$ cat src/rtl/terq_pkg.sv
// ----------------------------------------------------------------------------
// terq_pkg
// Shared constants, codes, types and helpers of the timed event release queue.
// ----------------------------------------------------------------------------
package terq_pkg;

  localparam int QUEUE_DEPTH = 64;
  localparam int TAG_BITS    = 16;

  localparam int IDX_W     = (QUEUE_DEPTH > 1) ? $clog2(QUEUE_DEPTH) : 1;
  localparam int TIME_W    = 32;
  localparam int DELAY_W   = 24;
  localparam int TAG_PORT_W = 16;

  // free slot search: groups of eight valid bits
  localparam int GRP_SIZE = 8;
  localparam int GRP_N    = (QUEUE_DEPTH + GRP_SIZE - 1) / GRP_SIZE;

  localparam int CMD_DEPTH = 2;
  localparam int RES_DEPTH = 2;

  // input action codes
  localparam logic [1:0] ACT_ENQUEUE = 2'd0;
  localparam logic [1:0] ACT_TICK    = 2'd1;
  localparam logic [1:0] ACT_CLEAR   = 2'd2;

  typedef enum logic [1:0] {
    CMD_ENQ,
    CMD_TICK,
    CMD_CLEAR,
    CMD_NOP
  } cmd_op_e;

  typedef enum logic [1:0] {
    ST_RELEASED = 2'd0,
    ST_ACCEPTED = 2'd1,
    ST_FULL     = 2'd2,
    ST_IDLE     = 2'd3
  } status_e;

  typedef struct packed {
    cmd_op_e              op;
    logic [DELAY_W-1:0]   delay;
    logic [TAG_BITS-1:0]  tag;
  } cmd_t;

  typedef struct packed {
    status_e               status;
    logic [TAG_PORT_W-1:0] tag;
    logic                  last;
  } res_t;

  // port tag -> stored tag (low TAG_BITS bits)
  function automatic logic [TAG_BITS-1:0] to_tag(input logic [TAG_PORT_W-1:0] x);
    logic [31:0] t;
    t = 32'(x);
    return t[TAG_BITS-1:0];
  endfunction

  // stored tag -> port tag
  function automatic logic [TAG_PORT_W-1:0] from_tag(input logic [TAG_BITS-1:0] x);
    logic [31:0] t;
    t = 32'(x);
    return t[TAG_PORT_W-1:0];
  endfunction

endpackage

$ cat src/rtl/terq_out_q.sv
// ----------------------------------------------------------------------------
// terq_out_q
// Short result queue between the engine and the result port.
// ----------------------------------------------------------------------------
module terq_out_q import terq_pkg::*; (
  input  logic clk_i,
  input  logic rst_ni,
  input  logic res_push_i,
  input  res_t res_i,
  output logic res_full_o,
  input  logic pop_i,
  output logic empty_o,
  output res_t res_o
);

  localparam int PTR_W = (RES_DEPTH > 1) ? $clog2(RES_DEPTH) : 1;
  localparam int CNT_W = $clog2(RES_DEPTH + 1);

  res_t             fifo_q [RES_DEPTH];
  logic [PTR_W-1:0] wr_ptr_q, rd_ptr_q;
  logic [CNT_W-1:0] cnt_q;
  logic             do_push, do_pop;

  assign res_full_o = (cnt_q == CNT_W'(RES_DEPTH));
  assign empty_o    = (cnt_q == '0);
  assign res_o      = fifo_q[rd_ptr_q];
  assign do_push    = res_push_i && !res_full_o;
  assign do_pop     = pop_i && !empty_o;

  function automatic logic [PTR_W-1:0] ptr_inc(input logic [PTR_W-1:0] p);
    return (p == PTR_W'(RES_DEPTH - 1)) ? '0 : p + 1'b1;
  endfunction

  always_ff @(posedge clk_i or negedge rst_ni) begin
    if (!rst_ni) begin
      wr_ptr_q <= '0;
      rd_ptr_q <= '0;
      cnt_q    <= '0;
    end else begin
      if (do_push) wr_ptr_q <= ptr_inc(wr_ptr_q);
      if (do_pop)  rd_ptr_q <= ptr_inc(rd_ptr_q);
      if (do_push && !do_pop)      cnt_q <= cnt_q + 1'b1;
      else if (do_pop && !do_push) cnt_q <= cnt_q - 1'b1;
    end
  end

  always_ff @(posedge clk_i) begin
    if (do_push) fifo_q[wr_ptr_q] <= res_i;
  end

endmodule

$ cat config.mk
export PLATFORM = sky130hd
export DESIGN_NAME = terq_out_q
export DESIGN_NICKNAME = d
export VERILOG_FILES = /design/src/rtl/terq_pkg.sv /design/src/rtl/terq_out_q.sv
export SDC_FILE = /design/constraint.sdc
export NUM_CORES = 1
export LEC_CHECK = 0
export BUFFER_PORTS_ARGS = -buffer_cell sky130_fd_sc_hd__buf_4
export CORE_ASPECT_RATIO = 0.9
export CORE_UTILIZATION = 45
export CTS_CLUSTER_SIZE = 20
export DETAILED_ROUTE_END_ITERATION = 8
export PLACE_DENSITY = 0.69
export SETUP_SLACK_MARGIN = 0.2
export SYNTH_ARGS = -nofsm -noshare
export SYNTH_HDL_FRONTEND = slang
export SYNTH_SLANG_ARGS = --single-unit
$ cat constraint.sdc
create_clock -name clk_i -period 1.8 [get_ports clk_i]
set_input_delay 0.27 -clock clk_i [delete_from_list [all_inputs] [get_ports clk_i]]
set_output_delay 0.27 -clock clk_i [all_outputs]
set_load 0.005 [all_outputs]
; ---- Word level (Yosys, flattened, before mapping)
; Memories as Yosys holds them, arrays and structs flattened.
; Cells that the tools add are included.
[classes]
addsub = 4
eq_ne = 1
n_mux = 6
reduce_logical = 10
[op_table]
columns = op, n
row1 = $logic_and A1 B1 Y1, 4
row2 = $logic_not A1 Y1, 4
row3 = $mux W1, 4
row4 = $mux W2, 2
row5 = $add A1 B1 Y1 const B, 2
row6 = $add A2 B1 Y2 const B, 1
row7 = $eq A2 B2 Y1 const B, 1
row8 = $logic_not A2 Y1, 1
row9 = $reduce_bool A2 Y1, 1
row10 = $sub A2 B1 Y2 const B, 1
[word_totals]
ff_bits = 4
ram_bits = 38
input_bits = 23
out_inout_bits = 21
elab_cells = 25
memories = 1
[memory_table]
columns = memory, words, word_bits, read_ports, rd_clocked_by_memory_dff, write_ports, line_no
row1 = fifo_q, 2, 19, 1, 0, 1, terq_out_q.sv:19  ; res_t fifo_q [RES_DEPTH];

; ---- Depth between registers and ports, before layout
[depth]
ltp_word = 7
ltp_mapped = 7
ltp_nobuf = 7

; ---- Least setup slack after synthesis
; No wires, ideal clock.
[synth_path]
path_type = reg2reg
startpoint = register cnt_q[0]
endpoint = memory fifo_q[0][0] (netlist name), enable pin
arrival_ps = 1469
required_time_ps = 1405
slack_ps = -63
path_stages_with_launch = 4
path_buffers = 0
cell_sequence = dfrtp_1 > nand2b_1 > nand2_1 > nor2_1
[synth_via]
elab_chain_cells = 5
[synth_rtl]
columns = element, line_no
row1 = "start, declared", terq_out_q.sv:21  ; logic [CNT_W-1:0] cnt_q;
row2 = "start signal, assigned", terq_out_q.sv:42  ; if (do_push && !do_pop) cnt_q <= cnt_q + 1'b1;
row3 = "start signal, assigned", terq_out_q.sv:43  ; else if (do_pop && !do_push) cnt_q <= cnt_q - 1'b1;
row4 = $eq A2 B2 Y1, terq_out_q.sv:24  ; assign res_full_o = (cnt_q == CNT_W'(RES_DEPTH));
row5 = $logic_not A1 Y1, terq_out_q.sv:27  ; assign do_push = res_push_i && !res_full_o;
row6 = $logic_and A1 B1 Y1, terq_out_q.sv:27
row7 = $mux W1, terq_out_q.sv:48  ; if (do_push) fifo_q[wr_ptr_q] <= res_i;
row8 = $mux W1 (implied by the code), terq_out_q.sv:48
row9 = "end, declared", terq_out_q.sv:19
; Every way passes these cells.

==> results.yml <==
status:
  status: "finished, final reports clean"
logic_synthesis:
  synth.avg_cell_area_um2: 20.08
  synth_cells: 78
  syn_nets: 102
  synth_area_leader_cell: "edfxtp_1"
  ys_ff_latch: 42
  synth_cell_types: 13
  yosysTopAreaCellShare: 0.7284
  ys_warn_count: 0
  synth_area_um2: 1567
  yosysSeqAreaShare: 0.7923
  synth_area_leaders: "edfxtp_1 73%, mux2_1 14%, dfrtp_1 6.4%, xnor2_1 1.7%, xor2_1 1.1%"
floorplan:
  die_area_um2: 3721
  fp.dieH_um: 57.98
  rows: 19
  num_io_pins: 44
  initial_utilization: 0.4918
  core_area_um2: 3186
  fp.dieW_um: 64.19
cells_and_area:
  post-route-util: 0.7035
  fin_nets: 158
  drive_gt1_frac: 0.5852
  instances_no_fill: 177
  final_cell_mix: "38 x edfxtp_1, 28 x buf_4, 22 x buf_6"
  final_common_cell: "edfxtp_1"
  syn_to_final_growth_pct: 43.05
  antennaDiodeCount: 0
global_route:
  globalRoute.busiestLayer: "met2"
  grt_overflow: 0
  grt_antenna_before_repair: 0
  use_met2: 0.2204
  grt_max_degree: 20
  grt_pass1_vias: 849
  grt_use_met3: 0.06102
  track_usage: 0.1429
  grt_pass1_wl_um: 3705
  use_met1: 0.1696
placed_design:
  dp_cells: 166
  dpl.hpwl_um: 1663
  gp_congestion: 0.6000
  io_buffers: 43
clocking:
  cts_buffer_depth: 2
  cts_max_level: 2
  clock_latency_ns: 0.28
  cts_buffers: 5
  cts.reportedPaths.clkPinSlew_ns: 0.07
  cts_tree: "yes"
  clockRootBuffer: "clkbuf_8"
  cts.sinks: 42
setup_path:
  cp_data_required_time_ns: 1.53
  cp-start-kind: "flop"
  timing.rr.end: "cnt_q[1]"
  crit_type: "flop to output pin"
  rrSetupSlack_ns: 0.30
  worstSetupStartpoint: "rd_ptr_q"
  worstPathArrival_ns: 1.33
  crit_path_end_kind: "output pin"
  r2r_cells: 7
  crit_end: "res_o[8]"
  regToRegStartpoint: "cnt_q[0]"
  cp_max_fo: 5
hold_path:
  holdCritStartpoint: "res_i[6]"
  hold_class: "primary input to flop"
sta:
  hold_violations: 0
  finalSetupTns_ns: 0
  skew_ns: 0.002435
  worst_slew_pin_slew_ns: 0.2609
  maxSlewViolCount: 0
  rsz0062_at_grt: "yes"
  post-route-period-util: 0.8883
  relSlewSlack: 0.8261
  finalCriticalPeriod_ns: 1.599
  max_freq_ghz: 0.6254
  setup_violations: 0
drt:
  drc: 0
  drt_pass1_iterations: 4
  ant_nets: 0
  wl_per_cell_um: 14.81
  wirelength_um: 2622
  dr.first_iter.drc_count: 21
  vias: 852
  vias_per_cell: 4.814
pwr:
  leakagePower_nw: 0.9330
  power_density_nw_per_um2: 1554
  finalPower_mw: 3.482
  ir_worst_vdd_mv: 0.7646
run:
  drv_cap: 0
==> per-stage QoR <==
step           hold slack (ns)  worst slack [ns]  instance area, µm²
2_1_floorplan         -0.02559            0.2406                1569
3_3_place_gp           0.06849            0.3699                1967
3_5_place_dp           0.07124            0.2710                1967
4_1_cts                 0.1567            0.1868                2068
5_1_grt                 0.1528            0.1628                2241
6_report                0.1683            0.2010                2241
==> power by group <==
| group | internal [mW] | switching (mW) | total, mW |
|---|---|---|---|
| logic | 0.896 | 0.531 | 1.43 |
| registers | 1.35 | 0.114 | 1.46 |
| clock network | 0.309 | 0.284 | 0.593 |
==> cell usage after synthesis <==
library cell	instances
nor2_1	3
o21ai_1	1
xnor2_1	3
nand2b_1	1
nand2_1	1
inv_1	2
xor2_1	2
edfxtp_1	38
buf_4	2
dfrtp_1	4
mux2_1	19
and3_1	1
ha_1	1
==> worst min path at each step <==
stage / to / depth (start not counted)
after CTS: fifo_q[1][5] / 1
after global routing: fifo_q[1][5] / 1
after detailed placement: cnt_q[0] / 1
after floorplan: cnt_q[0] / 0
final: fifo_q[1][6] / 1
after global placement: cnt_q[1] / 1
==> critical path, stage by stage (launching register included) <==
cell,delay (ns)
dfrtp_2,0.46
buf_6,0.16
mux2_4,0.31
buf_6,0.12
==> cells by family after synthesis <==
group           after synthesis  share of synthesized area
compound gates                1                   0.003192
buf+inv                       4                    0.01438
flops                        42                     0.7923
fa+ha+maj                     1                   0.007986
simple gates                  6                    0.01757
mux                          19                     0.1366
xor+xnor                      5                    0.02796
==> state kept, by name, summed over array words and instances, names as in the netlist <==
register and flops:
fifo_q 38, cnt_q 2, rd_ptr_q 1, wr_ptr_q 1
==> metal layers <==
metal | part of all wire | up-vias
met5 | 0 | -
met4 | 0.028 | 0
met3 | 0.078 | 7
met2 | 0.51 | 37
met1 | 0.39 | 404
li1 | - | 404
==> area by class of cell <==
type	count	area, µm²
Timing Repair Buffer	51	467.9
Fill cell	221	944.7
Sequential cell	42	1242
Tap cell	42	52.55
Multi-Input combinational cell	32	379.1
Clock buffer	7	86.33
Clock inverter	1	5.005
Inverter	2	7.507
==> timing repair <==
| action | 4_1_cts | 5_1_grt |
|---|---|---|
| gates cloned | 0 | 2 |
| setup buffers | 0 | 0 |
| gates resized for setup | 0 | 46 |
| endpoints found under the hold margin | 4 | 0 |
| endpoints found under the setup margin | 12 | 19 |
| hold buffers | 1 | 0 |
(Power assumes the default switching activity.)
