--- config.mk ---
export PLATFORM = sky130hd
export DESIGN_NAME = terq_front
export DESIGN_NICKNAME = d
export VERILOG_FILES = /design/src/rtl/terq_pkg.sv /design/src/rtl/terq_front.sv
export SDC_FILE = /design/constraint.sdc
export NUM_CORES = 1
export LEC_CHECK = 0
export ABC_AREA = 1
export BUFFER_PORTS_ARGS = -buffer_cell sky130_fd_sc_hd__clkbuf_2
export CAP_MARGIN = 30
export CORE_UTILIZATION = 44
export DETAILED_ROUTE_END_ITERATION = 8
export GPL_TIMING_DRIVEN = 0
export PLACE_DENSITY_LB_ADDON = 0.1
export RECOVER_POWER = 50
export SYNTH_ARGS = -nofsm -noshare
export SYNTH_HDL_FRONTEND = slang
export SYNTH_SLANG_ARGS = --single-unit
export TNS_END_PERCENT = 10
--- constraint.sdc ---
create_clock -name clk_i -period 3.3 [get_ports clk_i]
set_clock_uncertainty 0.1 [all_clocks]
set_input_delay 0.33 -clock clk_i [delete_from_list [all_inputs] [get_ports clk_i]]
set_output_delay 0.33 -clock clk_i [all_outputs]
set_load 0.05 [all_outputs]
--- src/rtl/terq_pkg.sv ---
// ----------------------------------------------------------------------------
// terq_pkg
// Shared constants, codes, types and helpers of the timed event release queue.
// ----------------------------------------------------------------------------
package terq_pkg;

  localparam int QUEUE_DEPTH = 64;
  localparam int TAG_BITS    = 16;

  localparam int IDX_W     = (QUEUE_DEPTH > 1) ? $clog2(QUEUE_DEPTH) : 1;
  localparam int TIME_W    = 32;
  localparam int DELAY_W   = 24;
  localparam int TAG_PORT_W = 16;

  // free slot search: groups of eight valid bits
  localparam int GRP_SIZE = 8;
  localparam int GRP_N    = (QUEUE_DEPTH + GRP_SIZE - 1) / GRP_SIZE;

  localparam int CMD_DEPTH = 2;
  localparam int RES_DEPTH = 2;

  // input action codes
  localparam logic [1:0] ACT_ENQUEUE = 2'd0;
  localparam logic [1:0] ACT_TICK    = 2'd1;
  localparam logic [1:0] ACT_CLEAR   = 2'd2;

  typedef enum logic [1:0] {
    CMD_ENQ,
    CMD_TICK,
    CMD_CLEAR,
    CMD_NOP
  } cmd_op_e;

  typedef enum logic [1:0] {
    ST_RELEASED = 2'd0,
    ST_ACCEPTED = 2'd1,
    ST_FULL     = 2'd2,
    ST_IDLE     = 2'd3
  } status_e;

  typedef struct packed {
    cmd_op_e              op;
    logic [DELAY_W-1:0]   delay;
    logic [TAG_BITS-1:0]  tag;
  } cmd_t;

  typedef struct packed {
    status_e               status;
    logic [TAG_PORT_W-1:0] tag;
    logic                  last;
  } res_t;

  // port tag -> stored tag (low TAG_BITS bits)
  function automatic logic [TAG_BITS-1:0] to_tag(input logic [TAG_PORT_W-1:0] x);
    logic [31:0] t;
    t = 32'(x);
    return t[TAG_BITS-1:0];
  endfunction

  // stored tag -> port tag
  function automatic logic [TAG_PORT_W-1:0] from_tag(input logic [TAG_BITS-1:0] x);
    logic [31:0] t;
    t = 32'(x);
    return t[TAG_PORT_W-1:0];
  endfunction

endpackage

--- src/rtl/terq_front.sv ---
// ----------------------------------------------------------------------------
// terq_front
// Accepts input items, decodes the action and queues commands for the engine.
// ----------------------------------------------------------------------------
module terq_front import terq_pkg::*; (
  input  logic                  clk_i,
  input  logic                  rst_ni,
  input  logic                  push_i,
  output logic                  full_o,
  input  logic [1:0]            action_i,
  input  logic [DELAY_W-1:0]    delay_ticks_i,
  input  logic [TAG_PORT_W-1:0] payload_tag_i,
  output logic                  cmd_valid_o,
  output cmd_t                  cmd_o,
  input  logic                  cmd_pop_i
);

  localparam int PTR_W = (CMD_DEPTH > 1) ? $clog2(CMD_DEPTH) : 1;
  localparam int CNT_W = $clog2(CMD_DEPTH + 1);

  cmd_t             fifo_q [CMD_DEPTH];
  logic [PTR_W-1:0] wr_ptr_q, rd_ptr_q;
  logic [CNT_W-1:0] cnt_q;
  cmd_t             cmd_in;
  logic             do_push, do_pop;

  always_comb begin
    cmd_in.delay = delay_ticks_i;
    cmd_in.tag   = to_tag(payload_tag_i);
    case (action_i)
      ACT_ENQUEUE: cmd_in.op = CMD_ENQ;
      ACT_TICK:    cmd_in.op = CMD_TICK;
      ACT_CLEAR:   cmd_in.op = CMD_CLEAR;
      default:     cmd_in.op = CMD_NOP;
    endcase
  end

  assign full_o      = (cnt_q == CNT_W'(CMD_DEPTH));
  assign cmd_valid_o = (cnt_q != '0);
  assign cmd_o       = fifo_q[rd_ptr_q];
  assign do_push     = push_i && !full_o;
  assign do_pop      = cmd_pop_i && cmd_valid_o;

  function automatic logic [PTR_W-1:0] ptr_inc(input logic [PTR_W-1:0] p);
    return (p == PTR_W'(CMD_DEPTH - 1)) ? '0 : p + 1'b1;
  endfunction

  always_ff @(posedge clk_i or negedge rst_ni) begin
    if (!rst_ni) begin
      wr_ptr_q <= '0;
      rd_ptr_q <= '0;
      cnt_q    <= '0;
    end else begin
      if (do_push) wr_ptr_q <= ptr_inc(wr_ptr_q);
      if (do_pop)  rd_ptr_q <= ptr_inc(rd_ptr_q);
      if (do_push && !do_pop)      cnt_q <= cnt_q + 1'b1;
      else if (do_pop && !do_push) cnt_q <= cnt_q - 1'b1;
    end
  end

  always_ff @(posedge clk_i) begin
    if (do_push) fifo_q[wr_ptr_q] <= cmd_in;
  end

endmodule

* After elaboration in Yosys (flattened, before gate mapping) *
Memories as Yosys holds them, arrays and structs flattened.
Cells that the tools add are included.
W data, S select, Z words.

cells by class
  $add $sub $neg = 4
  mux-type cells = 7
  equal/unequal tests = 3
  reductions and logical operators = 10

operators by type and width
  kind                   number
  $pmux W2 S3            1
  $eq A2 B2 Y1 const B   2
  $logic_and A1 B1 Y1    4
  $mux W1                4
  $mux W2                2
  $reduce_bool A2 Y1     2
  $logic_not A1 Y1       3
  $add A1 B1 Y1 const B  2
  $add A2 B1 Y2 const B  1
  $eq A2 B1 Y1 const B   1
  $logic_not A2 Y1       1
  $sub A2 B1 Y2 const B  1

word-level totals
  output and inout port bits = 44
  RAM bits = 84
  logic and storage cells = 28
  bits in registers = 4
  memories = 1

memory list
  name    words  bits a word  rd ports  clocked after Yosys merged registers in  write ports  RTL line          RTL
  fifo_q  2      42           1         0                                        1            terq_front.sv:21  cmd_t fifo_q [CMD_DEPTH];

* Depth between registers and ports, before layout *
  depth after elaboration = 7
  mapped depth = 9
  gate-level depth less buffers = 9

* Least setup slack after synthesis *
OpenSTA, ideal clock, no wires.

  path type = register -> register
  from = register cnt_q[1]
  to = memory fifo_q[1][0] (netlist name), enable pin
  clock period less this slack = 2904 ps
  path buffers = 0
  path slack = 396 ps
  library setup time = 441 ps
  arrival = 2363 ps
  stages on the path, launching flop included = 4
  required time = 2759 ps
  cells stage by stage = dfrtp_1 -> inv_1 -> o21ai_0 -> nor2_1

on the way
  word-level cells in the longest chain between the ends = 5

ends and longest elaborated chain
  item                           RTL line          RTL
  from (decl)                    terq_front.sv:23  logic [CNT_W-1:0] cnt_q;
  from (signal assigned)         terq_front.sv:56  if (do_push && !do_pop) cnt_q <= cnt_q + 1'b1;
  from (signal assigned)         terq_front.sv:57  else if (do_pop && !do_push) cnt_q <= cnt_q - 1'b1;
  $eq A2 B2 Y1                   terq_front.sv:38  assign full_o = (cnt_q == CNT_W'(CMD_DEPTH));
  $logic_not A1 Y1               terq_front.sv:41  assign do_push = push_i && !full_o;
  $logic_and A1 B1 Y1            terq_front.sv:41
  $mux W1                        terq_front.sv:62  if (do_push) fifo_q[wr_ptr_q] <= cmd_in;
  $mux W1 (implied by the code)  terq_front.sv:62
  to (decl)                      terq_front.sv:21

No other way between the ends.

* Final worst setup path *
  from = register cnt_q[1]
  to = memory fifo_q[0][15] (netlist name), enable pin

on the way
  word-level cells in the longest chain between the ends = 5

ends and longest elaborated chain
  item                           RTL line          RTL
  $eq A2 B2 Y1                   terq_front.sv:38
  $logic_not A1 Y1               terq_front.sv:41
  $logic_and A1 B1 Y1            terq_front.sv:41
  via do_push                    terq_front.sv:25  logic do_push, do_pop;
  $mux W1                        terq_front.sv:62
  $mux W1 (implied by the code)  terq_front.sv:62

The timed path passes the listed nets, and every way through them passes these cells.

==> summary.txt <==
Setup path
  – Max FO, Critical Path: 22
  – CP peak stage delay: 680 ps
  – Worst path most repeated cell: inv_1
  – Critical path's top delay family: buffers and inverters
  – Critical Path Source Type: register
  – Arrival time worst endpoint: 2050 ps
  – Crit. End Element: register
  – Critical Path RT: 3260 ps
  – Crit Path Category: reg -> reg
  – Buf+Inv Stages, Crit Path: 3
  – CP max stage cell: inv_1
  – Worst-path cell chain: inv_1 > nor2_1 > nor2_4 > nand2_1 > inv_1 > buf_16

Place
  – Port Buffer Count: 87
  – Gpl congestion: 0.8037
  – Post-DP HPWL: 3551 um
  – Placed Area: 3986 um2
  – DP Cell Count: 441

Clocking
  – Root buffer cell: clkbuf_8
  – Clk buf depth: 2
  – Clock latency on the worst-skew pair: 350 ps
  – CTS tree: done
  – Post-CTS sizing: 0
  – TritonCTS Buffers: 9
  – Clk sinks: 88
  – Clock slew at reported path FFs: 90 ps
  – H-tree Lvls: 3

STA
  – Worst rel slew slack: 37.65%
  – Crit path time final: 2091 ps
  – Final setup viols: 0
  – Peak Freq: 478.3 MHz
  – Final Slew Violations: 0
  – Tcrit/Tclk final: 63.36%
  – RSZ-0062 raised after global routing: false
  – Worst-margin pin slew: 934.2 ps
  – Final Hold Violating Endpoints: 0
  – Final hold slack: 55.03 ps

Final layout
  – Diodes inserted: 0
  – Layout Cells excl Fill: 458
  – Sequential Area: 2623 um2
  – Fillers: 648
  – Design area: 4164 um2
  – Area Growth Syn to Fin: 23.49%
  – Share of cells above drive strength 1: 31.20%
  – Final nets: 401
  – Multi-input gate area: 610.6 um2

Routing
  – Detail Route Antenna Nets: 0
  – Drt first pass iters: 4
  – Drt wl/cell: 11.98 um
  – Detailed-route via count: 2036
  – Iteration-0 DRC Markers: 31
  – Residual DRC: 0
  – Routed vias/inst: 4.445
  – WL final: 5489 um

Global routing
  – Largest net degree at the start of global routing: 24
  – Initial antenna violation count: 0
  – Vias in the first global route: 1731
  – First-pass GRT wire length: 7714 um
  – Global route overflow: 0
  – Global Route Usage Sum: 13.89%

Floorplanning
  – Number of top-level pins: 90
  – Initial core utilization: 46.00%
  – Die Area: 8017 um2
  – Die W: 89.54 um
  – Core area: 7331 um2
  – Vert. Die Dim: 89.54 um
  – Number of cell rows: 31

Synth
  – Synth Area in XOR/XNOR: 0.2597%
  – Flops & latches, synth: 88
  – Simple-Gate Fraction of Synth Area: 17.33%
  – Post-synthesis mux area share: 0%
  – Synth unique cells: 19
  – Syn Std Cell Area: 3372 um2
  – Yosys warnings: 0
  – Post-Synthesis Cells: 253
  – Syn_nets: 300
  – Sequential-to-total area share from yosys stat: 77.77%
  – Mean Syn Cell Area: 13.33 um2
  – Synth Area in Compound Gates: 0.1484%
  – Largest family of logic cells by synthesized area: simple AND/OR/NAND/NOR gates
  – Post-synthesis adder-cell area fraction: 0.3711%

Run
  – Max-cap violations: 0

Status
  – Status: finished clean

Min path
  – Hold Path Class: in -> reg
-- cells in the mapped netlist, drive strengths merged --
master | count | area [um2]
o21ai | 1 | 5.000
nand3 | 2 | 10.01
xnor2 | 1 | 8.760
buf | 9 | 93.83
dfrtp | 4 | 100.1
nand4 | 1 | 6.260
nand2 | 137 | 546.8
edfxtp | 84 | 2522
inv | 8 | 37.53
clkbuf | 2 | 7.510
ha | 1 | 12.51
nor2 | 3 | 21.27
-- metrics by stage --
step | worst slack, ps | util (%) | setup TNS (ps)
2_1_floorplan | 396.0 | - | 0
3_3_place_gp | -701.1 | 53.63 | -29400
3_5_place_dp | 1369 | 54.38 | 0
4_1_cts | 1343 | 57.18 | 0
5_1_grt | 1062 | 56.80 | 0
6_report | 1209 | 56.80 | 0
-- layer usage --
metal / routed length (um) / vias up / track usage (%) / part of all wire, %
li1: - / 1045 / - / -
met1: 2273 / 924 / 14.51 / 41
met2: 2756 / 57 / 23.48 / 50
met3: 340 / 10 / 5.910 / 6.2
met4: 118 / 0 / 7.937 / 2.1
met5: 0 / - / 0 / 0
-- area by class of cell --
type                            count  share of cell area (%)
Sequential cell                    88                   62.98
Multi-Input combinational cell    146                   14.66
Timing Repair Buffer               90                   11.36
Clock buffer                        9                   2.975
Tap cell                           99                   2.975
Buffer                             11                   2.434
Clock inverter                      7                   1.713
Inverter                            8                  0.9014
-- what timing repair did --
item	4_1_cts	5_1_grt
buffers inserted	0	0
hold buffers	1	0
hold endpoints to repair	4	0
-- cells in the final DEF (no fill, tap or decap) --
cell type and instances:
dfrtp_1 4, clkbuf_8 9, nor2_4 2, nor2_1 1, bufinv_16 1, nand2_2 11, buf_8 1, buf_12 1
clkbuf_1 18, nand2_1 126, inv_8 1, edfxtp_1 84, inv_1 6, buf_6 5, clkinv_4 1, clkinv_1 1
nand3_1 2, o21ai_0 1, dlygate4sd3_1 1, xnor2_1 1, nand4_1 1, inv_6 1, inv_2 1, buf_4 3
clkbuf_2 71, buf_16 1, clkinv_2 1, clkinvlp_4 2, ha_1 1
-- cell families (layout without fill, tap and decap cells) --
family / count (synthesis) / after routing
and+or+nand+nor: 143 / 143
AOI/OAI and AO/OA: 1 / 1
xor gates and xnor gates: 1 / 1
DFF: 88 / 88
adders and majority gates: 1 / 1
buffers and inverters: 19 / 125
-- final timing paths --
kind	from	end	slack, ps	depth (start not counted)
worst max-delay path	cnt_q[1]	fifo_q[0][15]	1210	6
worst min-delay path	delay_ticks_i[22]	fifo_q[1][38]	60	1
worst max register to register	cnt_q[1]	fifo_q[0][15]	1210	6
worst min register to register	cnt_q[1]	cnt_q[1]	390	2
max in group asynchronous	rst_ni	rd_ptr_q	2690	2
min in group asynchronous	rst_ni	wr_ptr_q	220	2
-- worst reg2reg max path, cell delays in order (launching register included) --
cell and delay (ps):
dfrtp_1 390, inv_1 110, nor2_1 90, nor2_4 100, nand2_1 70, inv_1 680, buf_16 250
-- registers in the layout, indices dropped and copies added (netlist names) --
register,flops
cnt_q,2
fifo_q,84
rd_ptr_q,1
wr_ptr_q,1
Power is not shown: default switching activity piles up to over one toggle a cycle in this logic, so the estimate is an artifact.
